`src/design/gjmd_ram.sv`:
```
// ----------------------------------------------------------------------------
// gjmd_ram
// Generic single write port, single read port RAM with registered read data.
// ----------------------------------------------------------------------------
`default_nettype none

module gjmd_ram #(
    parameter int WIDTH = 8,
    parameter int DEPTH = 64
) (
    input  wire logic                     clk,
    input  wire logic                     we,
    input  wire logic [$clog2(DEPTH)-1:0] waddr,
    input  wire logic [WIDTH-1:0]         wdata,
    input  wire logic [$clog2(DEPTH)-1:0] raddr,
    output logic      [WIDTH-1:0]         rdata
);

    logic [WIDTH-1:0] mem [DEPTH];
    logic [WIDTH-1:0] rdata_reg;

    always_ff @(posedge clk)
    begin
        if (we)
        begin
            mem[waddr] <= wdata;
        end
        rdata_reg <= mem[raddr];
    end

    assign rdata = rdata_reg;

endmodule

`default_nettype wire

```
`config.mk`:
```
export PLATFORM = sky130hd
export DESIGN_NAME = gjmd_ram
export DESIGN_NICKNAME = d
export VERILOG_FILES = /design/src/design/gjmd_ram.sv
export SDC_FILE = /design/constraint.sdc
export NUM_CORES = 1
export LEC_CHECK = 0
export ABC_AREA = 0
export BUFFER_PORTS_ARGS = -buffer_cell sky130_fd_sc_hd__buf_4
export CAP_MARGIN = 20
export CELL_PAD_IN_SITES_DETAIL_PLACEMENT = 2
export CELL_PAD_IN_SITES_GLOBAL_PLACEMENT = 2
export CORE_MARGIN = 10
export CORE_UTILIZATION = 36
export CTS_BUF_LIST = sky130_fd_sc_hd__clkbuf_2 sky130_fd_sc_hd__clkbuf_4 sky130_fd_sc_hd__clkbuf_8
export CTS_CLUSTER_DIAMETER = 50
export DETAILED_ROUTE_END_ITERATION = 8
export MAX_ROUTING_LAYER = met4
export PLACE_DENSITY = 0.62
export SYNTH_ARGS = -nofsm -noshare
export SYNTH_HDL_FRONTEND = slang
export SYNTH_SLANG_ARGS = --single-unit
```
`constraint.sdc`:
```
create_clock -name clk -period 2.15 [get_ports clk]
set_input_delay 0.43 -clock clk [delete_from_list [all_inputs] [get_ports clk]]
set_output_delay 0.43 -clock clk [all_outputs]
set_load 0.005 [all_outputs]
```
==> impl_metrics.ini, run 1 <==
[outcome]
status = finished, final reports clean

[yosys]
seq_area_frac_synth = 0.770
ys_top_cells_by_count = edfxtp_1 (512), mux4_2 (126), nor2_1 (83), mux2i_1 (23), nand2_1 (19)
synthFlopType = edfxtp_1
syn_inst = 940
yosysUniqueCellTypes = 40
yosysMostFrequentCell = edfxtp_1
synth.area.top_cells = edfxtp_1 (76%), mux4_2 (14%), nor2_1 (1.5%)
syn_nets = 962
synth.cell_area_mm2 = 0.0202
synth.largest_area_cell = edfxtp_1
ys_async_sr_fraction = 0
synth_seq_cells = 520
yosysWarnings = 0
synth.avg_cell_area_um2 = 21.5
yosysTopAreaCellShare = 0.762
synth_edf_count = 512

[power_and_ir_drop]
ir_worst_vdd_mv = 0.397
powerDensity_mw_per_mm2 = 884
power.leakage_nw = 7.83
p_total_mw = 21.2

[place]
io_buffers = 29
hpwl_um = 36100
place.gp.congestion = 0.778
preCtsSetupSlack_ns = -0.571
dp_cells = 1824

[finish]
final_util = 0.435
syn_to_final_growth_pct = 19.2
stdcell_count = 1980
multiInputGateArea_mm2 = 0.00432
ff_latch_area_mm2 = 0.0155
largest_reg_flops = 512
fill_cells = 5105
fin_nets = 1186
drive_gt1_frac = 0.378

[sta]
setup_slack_ns = 0.154
period_share = 0.929
rsz0062_at_grt = false
fin_skew_ns = 0.0124
final_max_slew_viol_count = 0
max_slew.worst_pin.slew_ns = 0.798
timing.fmax_ghz = 0.501
finalSetupViolations = 0
fin_crit_ns = 2.00
hold_viol = 0
maxSlewHeadroom = 0.468

[cts]
cts_setup_buffers = 0
htreeDepth = 3
cts_tree = built
worstSkewPairLatency_ns = 0.66
clk_pin_slew_worst_paths_ns = 0.06
cts_made_buffers = 86
cts_sinks = 520
clock_tree.root_cell = clkbuf_8
clockBufferDepth = 3

[worst_setup_path]
required_ns = 2.70
r2r_start = mem[2][0]$_DFFE_PP_
crit_fanout = 2
setup.worst_path.class = flop to flop
cp-start-kind = flop
crit_path_end_kind = flop
arrival_ns = 2.54
cp-startpoint = mem[2][0]$_DFFE_PP_

[routing]
drtPass1Iterations = 5
vias_per_cell = 5.25
ant_nets = 0
wl_per_cell_um = 28.3
routed_wl_um = 56000
drc = 0
drt_iter0_markers = 820
vias = 10400

[grt]
overflow = 0
grt_max_degree = 65
grt_pass1_vias = 11700
grtUsageTotal = 0.177
grt_pass1_wl_um = 83400
antenna_found_initial = 2

[min_path]
worstHoldPathType = input pin to flop
hold_start = raddr[5]

[flow_run]
drv_cap = 0

[die]
die-area_mm2 = 0.0659
num_rows = 86
initial_core_util = 0.365
design.core.area_mm2 = 0.0553
dieWidth_um = 257
io_pins = 30
die_height_um = 257
-- report_power, final --
part	internal [mW]	switching [mW]	total [mW]	leakage [nW]
clock	4.76	4.01	8.76	0.891
sequential	11.2	0.0460	11.3	4.67
combinational	0.504	0.710	1.21	2.27
total	16.5	4.76	21.2	7.83
-- placed cells by master (no fill, tap or decap), drive strengths merged, types with 6 or more instances in the layout --
| cell | netlist | layout |
|---|---|---|
| nand2 | 19 | 19 |
| buf | 34 | 186 |
| mux4 | 126 | 126 |
| mux2 | 13 | 13 |
| nand3 | 13 | 13 |
| clkinv | 0 | 28 |
| dfxtp | 8 | 8 |
| nand2b | 7 | 7 |
| nor2b | 14 | 14 |
| clkbuf | 17 | 120 |
| nor2 | 83 | 83 |
| edfxtp | 512 | 512 |
| o221ai | 8 | 8 |
| nor3 | 7 | 7 |
| o22ai | 8 | 8 |
| mux2i | 23 | 23 |
| a221oi | 6 | 6 |
-- cell families after synthesis --
group / count (synthesis) / synth area share
mux: 162 / 0.159
buf+inv: 51 / 0.0157
simple gates: 153 / 0.0339
flops: 520 / 0.770
compound gates: 54 / 0.0207
-- final timing paths --
check	to	slack (ns)	cells after the start
max reg2reg	rdata[0]$_DFF_P_	0.15	5
max	rdata[0]$_DFF_P_	0.15	5
min	rdata[1]$_DFF_P_	0.17	3
min reg2reg	rdata[6]$_DFF_P_	0.83	3
-- timing repair --
| item | in CTS | in global routing |
|---|---|---|
| hold buffers | 0 | 0 |
| resized for setup | 1 | 1 |
| setup endpoints to repair | 1 | 1 |
-- per-stage QoR --
stage	hold WS [ns]	setup TNS [ns]	instance area [µm²]
after floorplan	0.529	0	20200
after global placement	0.813	-3.49	22300
after detailed placement	0.821	-3.78	22300
after CTS	0.0891	0	24000
after global routing	0.143	0	24000
final	0.170	0	24000
-- metal layers --
metal,GRT usage,up-vias,part of all wire,routed length [µm]
met1,0.229,5644,0.44,24900
met5,-,-,0,0
met2,0.275,288,0.49,27200
met3,0.0337,77,0.048,2700
li1,-,4392,-,-
met4,0.0613,0,0.023,1260
-- critical path, cell delays in order (launching register included) --
cell and delay (ns):
edfxtp_1 0.38, mux4_2 0.50, mux4_2 0.47, nor2_1 0.22
nor3_1 0.17, o2bb2ai_1 0.15
-- layout make-up --
| type | count | share of cell area |
|---|---|---|
| Sequential cell | 520 | 0.646 |
| Multi-Input combinational cell | 369 | 0.180 |
| Timing Repair Buffer | 187 | 0.0639 |
| Clock buffer | 119 | 0.0608 |
| Tap cell | 748 | 0.0389 |
| Clock inverter | 35 | 0.0101 |
| Antenna cell | 2 | 0.000208 |
No activity file was read; power rests on OpenSTA's default activity.
==> inputs of run 2 (changes only) <==
--- a/config.mk
+++ b/config.mk
@@ -12,7 +12,7 @@
 export CELL_PAD_IN_SITES_GLOBAL_PLACEMENT = 2
 export CORE_MARGIN = 10
 export CORE_UTILIZATION = 36
-export CTS_BUF_LIST = sky130_fd_sc_hd__clkbuf_2 sky130_fd_sc_hd__clkbuf_4 sky130_fd_sc_hd__clkbuf_8
+export CTS_BUF_LIST = sky130_fd_sc_hd__clkbuf_4 sky130_fd_sc_hd__clkbuf_8 sky130_fd_sc_hd__clkbuf_16
 export CTS_CLUSTER_DIAMETER = 50
 export DETAILED_ROUTE_END_ITERATION = 8
 export MAX_ROUTING_LAYER = met4
==> impl_metrics.ini, run 2 (same netlist as run 1, synthesis figures left out) <==
[routing]
wl_per_cell_um = 28.6
ant_nets = 0
routed_wl_um = 55200
drc = 0
drtPass1Iterations = 4
vias = 10200
drt_iter0_markers = 838
vias_per_cell = 5.31

[sta]
maxSlewHeadroom = 0.478
period_share = 0.950
fin_skew_ns = 0.00718
max_slew.worst_pin.slew_ns = 0.783
setup_slack_ns = 0.107
final_max_slew_viol_count = 0
hold_viol = 0
timing.fmax_ghz = 0.489
hold_slack_ns = 0.214
fin_crit_ns = 2.04
finalSetupViolations = 0
rsz0062_at_grt = false
fin_setup_tns_ns = 0

[worst_setup_path]
cp-start-kind = flop
setup.worst_path.class = flop to flop
r2r_start = mem[29][6]$_DFFE_PP_
crit_path_end_kind = flop
path_delay_family = multiplexers
crit_chain = mux4_2 > mux2_2 > o221a_2 > nor3_1 > buf_4 > o32ai_1
arrival_ns = 2.52
crit_fanout = 1
max_stage_delay_ns = 0.47
required_ns = 2.63
crit_buf_inv = 1
cp-startpoint = mem[29][6]$_DFFE_PP_
cp_slowest_cell = mux4_2

[place]
place.gp.congestion = 0.778
preCtsSetupSlack_ns = -0.571
hpwl_um = 36100
io_buffers = 29
placed_cell_area_mm2 = 0.0223

[grt]
met1_usage = 0.230
antenna_found_initial = 0
grt_pass1_wl_um = 82000
grt_max_degree = 65
overflow = 0
grt_pass1_vias = 11400
met3_usage = 0.0251
grtUsageTotal = 0.173
grtUsageMet2 = 0.274
top_usage_layer = met2

[finish]
drive_gt1_frac = 0.355
final_util = 0.437
layout_commonest_cell = edfxtp_1
n_antenna_cell = 0
multiInputGateArea_mm2 = 0.00432
fill_cells = 5121
final_cell_mix = edfxtp_1 (512), buf_4 (176), mux4_2 (126)
ff_latch_area_mm2 = 0.0155
fin_nets = 1157
design_area_mm2 = 0.0242
largest_reg_flops = 512
syn_to_final_growth_pct = 19.8

[power_and_ir_drop]
power.leakage_nw = 7.86
powerDensity_mw_per_mm2 = 913
ir_worst_vdd_mv = 0.677

[die]
num_rows = 86
die-area_mm2 = 0.0659
design.core.area_mm2 = 0.0553
initial_core_util = 0.365
io_pins = 30
die_height_um = 257
dieWidth_um = 257

[cts]
cts_setup_buffers = 0
clk_pin_slew_worst_paths_ns = 0.06
clockBufferDepth = 3
ctsHoldBuffers = 0
cts_made_buffers = 57
htreeDepth = 2
worstSkewPairLatency_ns = 0.60
cts_sinks = 520
clock_tree.root_cell = clkbuf_16
cts_tree = built

[min_path]
worstHoldPathType = input pin to flop
hold_start = raddr[5]

[flow_run]
drv_cap = 0

[outcome]
status = finished, final reports clean
-- run 2: report_power, final --
group / switching (mW) / internal (mW)
Combinational: 0.708 / 0.504
Sequential: 0.0457 / 11.2
Clock: 3.97 / 5.61
Total: 4.72 / 17.3
-- run 2: per-stage QoR --
| step | cells | power (mW) |
|---|---|---|
| global placement | 1824 | 12.7 |
| detailed placement | 1824 | 12.7 |
| finish | 1927 | 22.1 |
| floorplan | 940 | 12.1 |
| CTS | 1927 | 22.3 |
| global route | 1927 | 22.8 |
-- run 2: routing by layer --
metal  up-vias  wire length (µm)
li1       4316                 -
met1      5615             24800
met2       225             26900
met3        78              2250
met4         0              1260
met5         -                 0
-- run 2: final timing paths --
path	slack (ns)	cells past startpoint	endpoint
setup / recovery	0.11	6	rdata[6]$_DFF_P_
hold / removal	0.21	2	rdata[5]$_DFF_P_
setup reg to reg	0.11	6	rdata[6]$_DFF_P_
hold reg to reg	0.83	3	rdata[6]$_DFF_P_
-- run 2: what timing repair did --
item,in CTS,in global routing
cloned,0,0
endpoints found under the setup margin,1,1
resized for setup,1,1
-- run 2: layout make-up --
type                            count  share of cell area
Clock buffer                       70              0.0645
Clock inverter                     33              0.0113
Multi-Input combinational cell    369               0.179
Sequential cell                   520               0.643
Tap cell                          748              0.0387
Timing Repair Buffer              187              0.0635
