$ cat src/design/gjmd_pkg.sv
// ----------------------------------------------------------------------------
// gjmd_pkg
// Shared widths, codes, types and helpers for the minimal joined diameter block.
// ----------------------------------------------------------------------------
`default_nettype none

package gjmd_pkg;

    localparam int MAX_NODES = 64;
    localparam int NODE_W    = $clog2(MAX_NODES);
    localparam int PAIR_W    = 2 * NODE_W;
    localparam int NC_W      = 7;
    localparam int COORD_W   = 17;
    localparam int FRAC_BITS = 16;
    localparam int LEN_W     = 40;
    localparam int SQ_W      = 2 * COORD_W + 1;
    localparam int ROOT_W    = 20 + FRAC_BITS;
    localparam int RAD_W     = 2 * ROOT_W;
    localparam int REM_W     = ROOT_W + 2;
    localparam int CNT_W     = $clog2(ROOT_W);
    localparam int ADDR_W    = 3;
    localparam int DATA_W    = 32;

    localparam logic [LEN_W-1:0] LEN_MAX = {LEN_W{1'b1}};

    localparam logic OP_COORD = 1'b0;
    localparam logic OP_LINK  = 1'b1;

    localparam logic [ADDR_W-3:0] REG_NODE_COUNT = '0;

    typedef struct packed {
        logic               start;
        logic [COORD_W-1:0] ax;
        logic [COORD_W-1:0] ay;
        logic [COORD_W-1:0] bx;
        logic [COORD_W-1:0] by;
    } dist_req_t;

    function automatic logic [LEN_W-1:0] sat_add(input logic [LEN_W-1:0] a,
                                                 input logic [LEN_W-1:0] b);
        logic [LEN_W:0] s;
        s = {1'b0, a} + {1'b0, b};
        return s[LEN_W] ? LEN_MAX : s[LEN_W-1:0];
    endfunction

endpackage

`default_nettype wire

$ cat src/design/gjmd_dist.sv
// ----------------------------------------------------------------------------
// gjmd_dist
// Euclidean distance unit: one shared multiplier squares dx and dy, then a
// restoring square root produces one result bit per cycle.
// ----------------------------------------------------------------------------
`default_nettype none

module gjmd_dist (
    input  wire logic                  clk,
    input  wire logic                  rst_n,
    input  wire gjmd_pkg::dist_req_t   req,
    output logic                       done,
    output logic [gjmd_pkg::LEN_W-1:0] length
);

    import gjmd_pkg::*;

    typedef enum logic [1:0] {D_IDLE, D_SQX, D_SQY, D_ROOT} dstate_t;

    dstate_t            state_reg;
    logic [COORD_W-1:0] dx_reg, dy_reg;
    logic [SQ_W-1:0]    sq_reg;
    logic [RAD_W-1:0]   rad_reg;
    logic [REM_W-1:0]   rem_reg;
    logic [ROOT_W-1:0]  root_reg;
    logic [CNT_W-1:0]   cnt_reg;
    logic               done_reg;
    logic [LEN_W-1:0]   length_reg;

    logic [COORD_W-1:0]   mul_in;
    logic [2*COORD_W-1:0] prod;
    logic [SQ_W-1:0]      sum_sq;
    logic [REM_W-1:0]     rem_sh, trial, rem_next;
    logic [ROOT_W-1:0]    root_next;

    // the single multiplier, shared between the two squares
    assign mul_in = (state_reg == D_SQX) ? dx_reg : dy_reg;
    assign prod   = mul_in * mul_in;
    assign sum_sq = sq_reg + SQ_W'(prod);

    always_comb
    begin
        rem_sh = {rem_reg[REM_W-3:0], rad_reg[RAD_W-1 -: 2]};
        trial  = {root_reg, 2'b01};
        if (rem_sh >= trial)
        begin
            rem_next  = rem_sh - trial;
            root_next = {root_reg[ROOT_W-2:0], 1'b1};
        end
        else
        begin
            rem_next  = rem_sh;
            root_next = {root_reg[ROOT_W-2:0], 1'b0};
        end
    end

    always_ff @(posedge clk or negedge rst_n)
    begin
        if (!rst_n)
        begin
            state_reg <= D_IDLE;
            done_reg  <= 1'b0;
        end
        else
        begin
            done_reg <= 1'b0;
            case (state_reg)
                D_IDLE:
                begin
                    if (req.start)
                    begin
                        dx_reg    <= (req.ax >= req.bx) ? req.ax - req.bx : req.bx - req.ax;
                        dy_reg    <= (req.ay >= req.by) ? req.ay - req.by : req.by - req.ay;
                        state_reg <= D_SQX;
                    end
                end
                D_SQX:
                begin
                    sq_reg    <= SQ_W'(prod);
                    state_reg <= D_SQY;
                end
                D_SQY:
                begin
                    // radicand carries the squared distance scaled by 2^(2*frac)
                    rad_reg   <= RAD_W'(sum_sq) << (2 * FRAC_BITS);
                    rem_reg   <= '0;
                    root_reg  <= '0;
                    cnt_reg   <= '0;
                    state_reg <= D_ROOT;
                end
                D_ROOT:
                begin
                    rem_reg  <= rem_next;
                    root_reg <= root_next;
                    rad_reg  <= rad_reg << 2;
                    cnt_reg  <= cnt_reg + 1'b1;
                    if (cnt_reg == CNT_W'(ROOT_W - 1))
                    begin
                        length_reg <= LEN_W'(root_next);
                        done_reg   <= 1'b1;
                        state_reg  <= D_IDLE;
                    end
                end
                default:
                begin
                    state_reg <= D_IDLE;
                end
            endcase
        end
    end

    assign done   = done_reg;
    assign length = length_reg;

endmodule

`default_nettype wire

$ cat config.mk
export PLATFORM = sky130hd
export DESIGN_NAME = gjmd_dist
export DESIGN_NICKNAME = d
export VERILOG_FILES = /design/src/design/gjmd_pkg.sv /design/src/design/gjmd_dist.sv
export SDC_FILE = /design/constraint.sdc
export NUM_CORES = 1
export LEC_CHECK = 0
export ABC_AREA = 1
export CAP_MARGIN = 20
export CORE_ASPECT_RATIO = 0.8
export CORE_MARGIN = 10
export CORE_UTILIZATION = 60
export CTS_CLUSTER_SIZE = 25
export DETAILED_ROUTE_END_ITERATION = 12
export DONT_BUFFER_PORTS = 1
export GPL_TIMING_DRIVEN = 0
export PLACE_DENSITY = 0.76
export SLEW_MARGIN = 5
export SYNTH_ARGS = -nofsm -noshare
export SYNTH_HDL_FRONTEND = slang
export SYNTH_SLANG_ARGS = --single-unit
$ cat constraint.sdc
create_clock -name clk -period 10.01 [get_ports clk]
set_input_delay 0.5005 -clock clk [delete_from_list [all_inputs] [get_ports clk]]
set_output_delay 0.5005 -clock clk [all_outputs]
set_load 0.02 [all_outputs]
==> impl_metrics.yaml, run 1 <==
outcome:
  status: "completed"
detailed_routing:
  ant_nets: 0
  wl_mm: 68.1
  drcViolationCount: 0
  wl_per_cell_um: 17.0
  vias: 22000
  route.layer.met1.wl_mm: 31.6
  detail_route.first_pass.iterations: 5
  top_layer: "met4"
  vias_per_cell: 5.48
  met3WireLength_mm: 5.53
  dr_wl_met2_mm: 29.6
  drt_iter0_drc: 1727
critical_path:
  required_ps: 10310
  max_stage_delay_ps: 560
  cp.arrival_ps: 9550
  cp_num_buf_inv: 9
  path_max_fanout: 10
  startpoint_type: "flop"
  cp_slowest_cell: "o21ai_0"
  end_kind: "flop"
  crit_type: "flop to flop"
  path_delay_family: "adder cells"
clock_tree:
  insertion_delay_ps: 550
  numCtsBuffers: 26
  cts.path.max_buffers: 3
  htreeDepth: 1
  ctsRootBufferMaster: "clkbuf_16"
  cts_tree: "done"
  cts_resized: 0
  cts_setup_buffers: 0
  clk_pin_slew_ps: 70
  cts.sinks: 224
synthesis:
  ys_seq_area_share_pct: 26.0
  netlist_instances: 3401
  yosys_warnings: 0
  synth.avg_cell_area_um2: 7.60
  async_flop_share_pct: 1.34
  synth_area_um2: 25800
  synth_cell_types: 49
  synth_edf_count: 221
  synth_seq_cells: 224
  synth_flop_cell: "edfxtp_1"
floorplan:
  rows: 67
  dieArea_um2: 51800
  dieWidth_um: 252
  core_area_um2: 42300
  io-pin-count: 112
  start_util_pct: 61.1
  die_height_um: 206
timing:
  finClkSkew_ps: 16.3
  tns_ps: 0
  final-setup-viol-count: 0
  fmax_mhz: 108
  fin_crit_ps: 9250
  drv_slew: 0
  finalHoldViolCount: 0
  rsz0062_at_grt: "no"
  period_share_pct: 92.4
  slew_headroom_pct: 30.7
  tightestPinTransition_ps: 1030
layout:
  layout-drive-gt1-share_pct: 4.68
  largest_register_ffs: 40
  layout.nets: 3956
  diodes: 0
  area_delta_synth_final_pct: 6.85
global_routing:
  grt_pass1_wl_mm: 111
  grt_start_max_net_pins: 35
  grt_remaining_overflow: 0
  grt_pass1_vias: 21800
  grt_antenna_before_repair: 0
  grt.total_usage_pct: 26.5
run:
  drv_cap: 0
placement:
  dpl.hpwl_mm: 56.0
  numPortBuffers: 0
  place.gp.congestion: 0.959
hold_path:
  hold_path_class: "input port to async pin"
==> layout make-up <==
class / instances / area, um2
plain buffers: 72 / 414
repair buffers: 9 / 144
flip-flops and latches: 224 / 6710
fillers: 3710 / 14700
well taps: 552 / 691
clock buffers: 32 / 694
inverters: 723 / 2720
multi-input cells: 2385 / 16000
clock inverters: 16 / 209
==> path summary, 6_finish.rpt <==
kind	slack [ps]	from	end	cells past startpoint
max	760	state_reg[1]	rad_reg[52]	33
min	250	rst_n	state_reg[1]	1
max reg2reg	760	state_reg[1]	rad_reg[52]	33
min reg2reg	470	root_reg[13]	length[14]	0
max in group asynchronous	9550	rst_n	done	1
min in group clk	290	req[68]	state_reg[1]	4
==> through the flow <==
stage                     cell area (um2)  hold slack [ps]  util [%]  setup slack (ps)  std cells
after detailed placement            26700              205      63.1               946       3963
after CTS                           27600              229      65.3               903       4012
after floorplan                     25800              205         -              2580       3404
final                               27600              248      65.3               763       4013
after global placement              26500              205      62.8               610       3956
after global routing                27600              246      65.3               274       4013
==> kinds of logic after synthesis <==
logic type               count (synthesis)  share of synthesized area, %
buffers and inverters                  795                          12.1
AND/OR/NAND/NOR                       1451                          23.0
other                                    1                        0.0145
flip-flops                             224                          26.0
AO/OA/AOI/OAI                          383                          8.16
adder cells (fa/ha/maj)                444                          27.2
XOR/XNOR                               103                          3.49
==> synthesized netlist by cell type, drive strengths merged (20+ instances only) <==
master,number,share of area [%]
nand2,909,13
o21ai,127,2.6
nand3,136,2.7
a21oi,197,3.8
nor3,23,0.49
clkbuf,29,0.46
buf,43,1.1
edfxtp,221,26
ha,248,12
xor2,83,2.8
inv,717,10
nand4,24,0.64
xnor2,20,0.68
fa,196,15
nor2,315,4.7
==> cells in the final DEF (no fill, tap or decap), drive strengths merged, types with 17 or more instances in the layout <==
cell / instances
nor3: 23
edfxtp: 221
ha: 248
buf: 51
nand2: 909
clkbuf: 61
a21o: 18
nand3: 136
inv: 721
xnor2: 20
o21bai: 19
nand3b: 17
nor2: 315
xor2: 83
fa: 196
nand4: 24
a21oi: 197
o21ai: 127
==> routing by layer <==
| metal | vias to the layer above | track usage [%] |
|---|---|---|
| met2 | 830 | 41.7 |
| met4 | 0 | 6.39 |
| met3 | 110 | 3.97 |
| met5 | - | 0 |
| met1 | 10400 | 38.0 |
| li1 | 10600 | - |
==> repair_timing <==
action / in CTS / in global routing
hold buffers: 1 / 0
setup endpoints to repair: 0 / 0
hold endpoints to repair: 3 / 0
Power of run 1 is left out: the tool's default activity adds up to more than one toggle a clock period on the data nets, which glitch-free logic cannot reach.
==> run 2, diff against run 1 <==
--- a/config.mk
+++ b/config.mk
@@ -9,12 +9,11 @@
 export CAP_MARGIN = 20
 export CORE_ASPECT_RATIO = 0.8
 export CORE_MARGIN = 10
-export CORE_UTILIZATION = 60
+export CORE_UTILIZATION = 35
 export CTS_CLUSTER_SIZE = 25
 export DETAILED_ROUTE_END_ITERATION = 12
 export DONT_BUFFER_PORTS = 1
 export GPL_TIMING_DRIVEN = 0
-export PLACE_DENSITY = 0.76
 export SLEW_MARGIN = 5
 export SYNTH_ARGS = -nofsm -noshare
 export SYNTH_HDL_FRONTEND = slang
==> run 2 against run 1 <==
  * Critical path depth unchanged
  * Flip-flop and latch count did not move
  * Final area increased by 1.5%
  * Worst hold slack got worse by 28 ps
  * Setup slack gained 55 ps
  * Die area grew 64%
  * Register-to-register slack improved by 60 ps
  * Cell count up 9.9%
==> impl_metrics.yaml, run 2 (same netlist as run 1, synthesis figures left out) <==
outcome:
  status: "completed"
layout:
  seqCellArea_um2: 6710
  layout-drive-gt1-share_pct: 4.40
  final_cell_mix: "900 x nand2_1, 704 x inv_1, 304 x nor2_1, 248 x ha_1, 221 x edfxtp_1"
  final_common_cell: "nand2_1"
  fillCellCount: 7725
  largest_register_ffs: 40
  layout.nets: 3956
  diodes: 0
  multi_input_area_um2: 16000
  area_delta_synth_final_pct: 8.41
  fin_cells: 4412
global_routing:
  grt_start_max_net_pins: 33
  grt_pass1_vias: 21200
  grt_antenna_before_repair: 0
  grt_pass1_wl_mm: 111
  grt.total_usage_pct: 15.9
  grt_remaining_overflow: 0
critical_path:
  rrSetupSlack_ps: 820
  startpoint_type: "flop"
  cp_num_buf_inv: 9
  max_stage_delay_ps: 690
  reg2regPathDepth: 33
  cp.depth: 33
  required_ps: 10330
  crit_end: "rad_reg[52]"
  end_kind: "flop"
  path_max_fanout: 10
  cp_slowest_cell: "o21ai_0"
  path_delay_family: "adder cells"
  crit_start: "state_reg[1]"
  reg2reg_to: "rad_reg[52]"
  cp.arrival_ps: 9520
  r2r-start: "state_reg[1]"
  crit_type: "flop to flop"
detailed_routing:
  drt_iter0_drc: 1336
  wl_per_cell_um: 15.1
  wl_mm: 66.7
  vias_per_cell: 4.75
  ant_nets: 0
  detail_route.first_pass.iterations: 5
  vias: 20900
  drcViolationCount: 0
clock_tree:
  insertion_delay_ps: 570
  htreeDepth: 1
  cts.sinks: 224
  numCtsBuffers: 25
  ctsRootBufferMaster: "clkbuf_16"
  cts_resized: 0
  cts_tree: "done"
  cts.path.max_buffers: 3
  clk_pin_slew_ps: 60
timing:
  fin_crit_ps: 9190
  rsz0062_at_grt: "no"
  finalHoldViolCount: 0
  fmax_mhz: 109
  final-setup-viol-count: 0
  tns_ps: 0
  period_share_pct: 91.8
  slew_headroom_pct: 26.6
  drv_slew: 0
  finClkSkew_ps: 36.1
  tightestPinTransition_ps: 1090
floorplan:
  start_util_pct: 35.1
  rows: 89
  core_area_um2: 73500
  dieWidth_um: 324
  die_height_um: 263
  io-pin-count: 112
  dieArea_um2: 85100
placement:
  place.gp.congestion: 0.911
  place_inst: 4368
  numPortBuffers: 0
  dpl.hpwl_mm: 55.7
run:
  drv_cap: 0
hold_path:
  hold_path_class: "input port to async pin"
[run 2: changes by cell type in the layout (fill, tap and decap cells not counted), sizes merged]
cell and change:
buf +1, clkbuf +1, bufinv -2, clkinvlp -1
inv -3
[run 2: worst min path at each step]
stage / startpoint / endpoint / slack [ps] / cells past startpoint
finish: rst_n / done / 220 / 1
global route: rst_n / done / 220 / 1
CTS: rst_n / done / 200 / 1
detailed placement: rst_n / state_reg[0] / 210 / 0
global placement: rst_n / state_reg[0] / 210 / 0
floorplan: rst_n / done / 200 / 0
[run 2: metrics by stage]
stage / cell area (um2) / setup slack, ps / hold WS (ps) / utilization, %
after floorplan: 25800 / 2580 / 205 / -
after global placement: 27000 / 360 / 206 / 36.8
after detailed placement: 27200 / 807 / 206 / 37.0
after CTS: 28000 / 831 / 201 / 38.1
after global routing: 28000 / 243 / 220 / 38.1
final: 28000 / 819 / 220 / 38.1
[run 2: routing by layer]
layer	part of all wire, %	global-route usage (%)	vias to the layer above
met3	5.8	2.30	63
met4	1.3	1.98	0
li1	-	-	10600
met1	48	22.3	9770
met5	0	0	-
met2	45	26.1	466
[run 2: area by class of cell]
type / instances / area share, %
multi-input cells: 2385 / 57.2
flip-flops and latches: 224 / 24.0
inverters: 723 / 9.70
well taps: 955 / 4.27
clock buffers: 33 / 2.38
plain buffers: 72 / 1.48
repair buffers: 10 / 0.599
clock inverters: 10 / 0.402
[run 2: worst register-to-register path: cells and delay by family, from the launching register on]
| kind | cells | cell delay, ps |
|---|---|---|
| XOR/XNOR | 1 | 280 |
| buffers and inverters | 9 | 1540 |
| flip-flops | 1 | 370 |
| adder cells (fa/ha/maj) | 9 | 3840 |
| AND/OR/NAND/NOR | 9 | 1540 |
| AO/OA/AOI/OAI | 5 | 1400 |
[run 2: timing repair]
| item | CTS | global route |
|---|---|---|
| hold endpoints to repair | 3 | 0 |
| hold buffers | 1 | 0 |
| buffers inserted | 0 | 0 |
| setup endpoints to repair | 0 | 0 |
Power of run 2 is left out for the same reason.
==> run 3, diff against run 2 <==
--- a/config.mk
+++ b/config.mk
@@ -5,7 +5,6 @@
 export SDC_FILE = /design/constraint.sdc
 export NUM_CORES = 1
 export LEC_CHECK = 0
-export ABC_AREA = 1
 export CAP_MARGIN = 20
 export CORE_ASPECT_RATIO = 0.8
 export CORE_MARGIN = 10
==> run 3 against run 2 <==
  * First-iteration DRC count decreased by 28%
  * Maximum frequency decreased by 3.0%
  * Synthesized cell count decreased by 32%
  * Sequential share of layout area increased by 3.1 points
  * Largest cell class unchanged
==> impl_metrics.yaml, run 3 <==
placement:
  place.gp.congestion: 0.882
  numPortBuffers: 0
  dpl.hpwl_mm: 43.2
detailed_routing:
  wl_per_cell_um: 16.4
  drt_iter0_drc: 965
  vias: 16100
  wl_mm: 53.0
  drcViolationCount: 0
  detail_route.first_pass.iterations: 5
  ant_nets: 0
  vias_per_cell: 4.98
synthesis:
  synth_cell_types: 83
  synth.avg_cell_area_um2: 9.82
  yosys.area.top_type: "edfxtp_1"
  async_flop_share_pct: 1.34
  synth_area_leaders: "edfxtp_1 29%, fa_1 17%, ha_1 14%"
  netlist_instances: 2315
  synth_seq_cells: 224
  synth_area_um2: 22700
  synth_common_cells: "419 x inv_1, 248 x ha_1, 221 x edfxtp_1"
  yosysMostFrequentCell: "inv_1"
  yosys_warnings: 0
  synth_flop_cell: "edfxtp_1"
  ys_seq_area_share_pct: 29.5
  synth_edf_count: 221
  yosys.area.top_type_share_pct: 29.2
hold_path:
  hold_path_class: "input port to async pin"
timing:
  fin_crit_ps: 9480
  fmax_mhz: 106
  final-setup-viol-count: 0
  slew_headroom_pct: 39.9
  fin_hold_ws_ps: 242
  finClkSkew_ps: 13.1
  tightestPinTransition_ps: 901
  drv_slew: 0
  finalHoldViolCount: 0
  period_share_pct: 94.7
critical_path:
  max_stage_delay_ps: 610
  r2r-start: "state_reg[1]"
  path_common_cell: "fa_1"
  rrSetupSlack_ps: 530
  end_kind: "flop"
  startpoint_type: "flop"
  cp_slowest_cell: "clkbuf_1"
  crit_start: "state_reg[1]"
  path_max_fanout: 10
  cp.arrival_ps: 9770
  reg2reg_to: "rad_reg[64]"
  required_ps: 10300
  reg2regPathDepth: 33
  crit_type: "flop to flop"
  crit_end: "rad_reg[64]"
floorplan:
  io-pin-count: 112
  start_util_pct: 35.4
  rows: 83
  dieArea_um2: 75600
  die_height_um: 248
  dieWidth_um: 305
  core_area_um2: 64300
clock_tree:
  cts.sinks: 224
  insertion_delay_ps: 560
  cts.path.max_buffers: 3
  cts_tree: "done"
  ctsRootBufferMaster: "clkbuf_16"
  htreeDepth: 1
  clk_pin_slew_ps: 70
  numCtsBuffers: 25
global_routing:
  grt_pass1_wl_mm: 87.8
  grt_pass1_vias: 16700
  grt.total_usage_pct: 13.9
  grt_start_max_net_pins: 61
  grt_antenna_before_repair: 3
  grt_remaining_overflow: 0
layout:
  layout.nets: 2870
  layout-drive-gt1-share_pct: 6.15
  final_cell_mix: "419 x inv_1, 247 x ha_1, 221 x edfxtp_1, 203 x nor2_1, 196 x fa_1"
  final_common_cell: "inv_1"
  area_delta_synth_final_pct: 9.02
  largest_register_ffs: 40
  diodes: 0
run:
  drv_cap: 0
outcome:
  status: "completed"
-- run 3: metal layers --
layer  GRT usage [%]  vias to the layer above  share of wire, %
met3            3.12                       55               6.3
li1                -                     7804                 -
met4            2.10                        2               1.4
met1            19.4                     7837                49
met2            22.4                      357                44
met5               0                        -             0.025
-- run 3: kinds of logic after synthesis --
kind of cell | count (synthesis) | synth area share, %
other cells | 1 | 0.0165
compound gates | 427 | 12.4
flops | 224 | 29.5
simple gates | 531 | 10.6
mux | 72 | 3.29
xor+xnor | 123 | 4.74
fa+ha+maj | 444 | 30.9
buf+inv | 493 | 8.48
-- run 3: per-stage QoR --
step	TNS [ps]	std cells	setup slack, ps	utilization (%)	cell area (um2)
floorplan	0	2318	1290	-	22700
global route	-14.5	3223	-14.5	38.6	24800
finish	0	3223	532	38.6	24800
CTS	0	3219	61.3	38.4	24700
global placement	-12770	3168	-1170	37.0	23800
detailed placement	-3620	3173	-472	37.2	23900
-- run 3: how the worst min path moves through the flow --
stage / slack [ps] / start / to
after floorplan: 200 / rst_n / done
after global placement: 210 / rst_n / done
after detailed placement: 210 / rst_n / done
after CTS: 220 / rst_n / state_reg[1]
after global routing: 230 / rst_n / state_reg[1]
final: 240 / rst_n / state_reg[1]
-- run 3: what timing repair did --
| action | 4_1_cts | 5_1_grt |
|---|---|---|
| hold buffers | 1 | 0 |
| pin swaps | 0 | 1 |
| gates resized for setup | 7 | 21 |
| buffers inserted | 0 | 5 |
| setup endpoints to repair | 11 | 12 |
| hold endpoints to repair | 3 | 0 |
-- run 3: area by class of cell --
type / instances / area (um2)
fill: 6327 / 39500
multi-input combinational: 1601 / 14200
sequential: 224 / 6710
inverter: 429 / 1630
tap: 850 / 1060
clock buffer: 28 / 637
buffer: 62 / 320
timing repair buffer: 12 / 136
clock inverter: 17 / 116
-- run 3: critical path, delay by kind of cell, from the launching register on --
family,cells,cell delay (ps)
and+or+nand+nor,4,850
buffers and inverters,7,1350
adders and majority gates,9,3860
AOI/OAI and AO/OA,11,2150
xor gates and xnor gates,1,260
muxes,1,290
DFF,1,410
Power of run 3 is left out for the same reason.
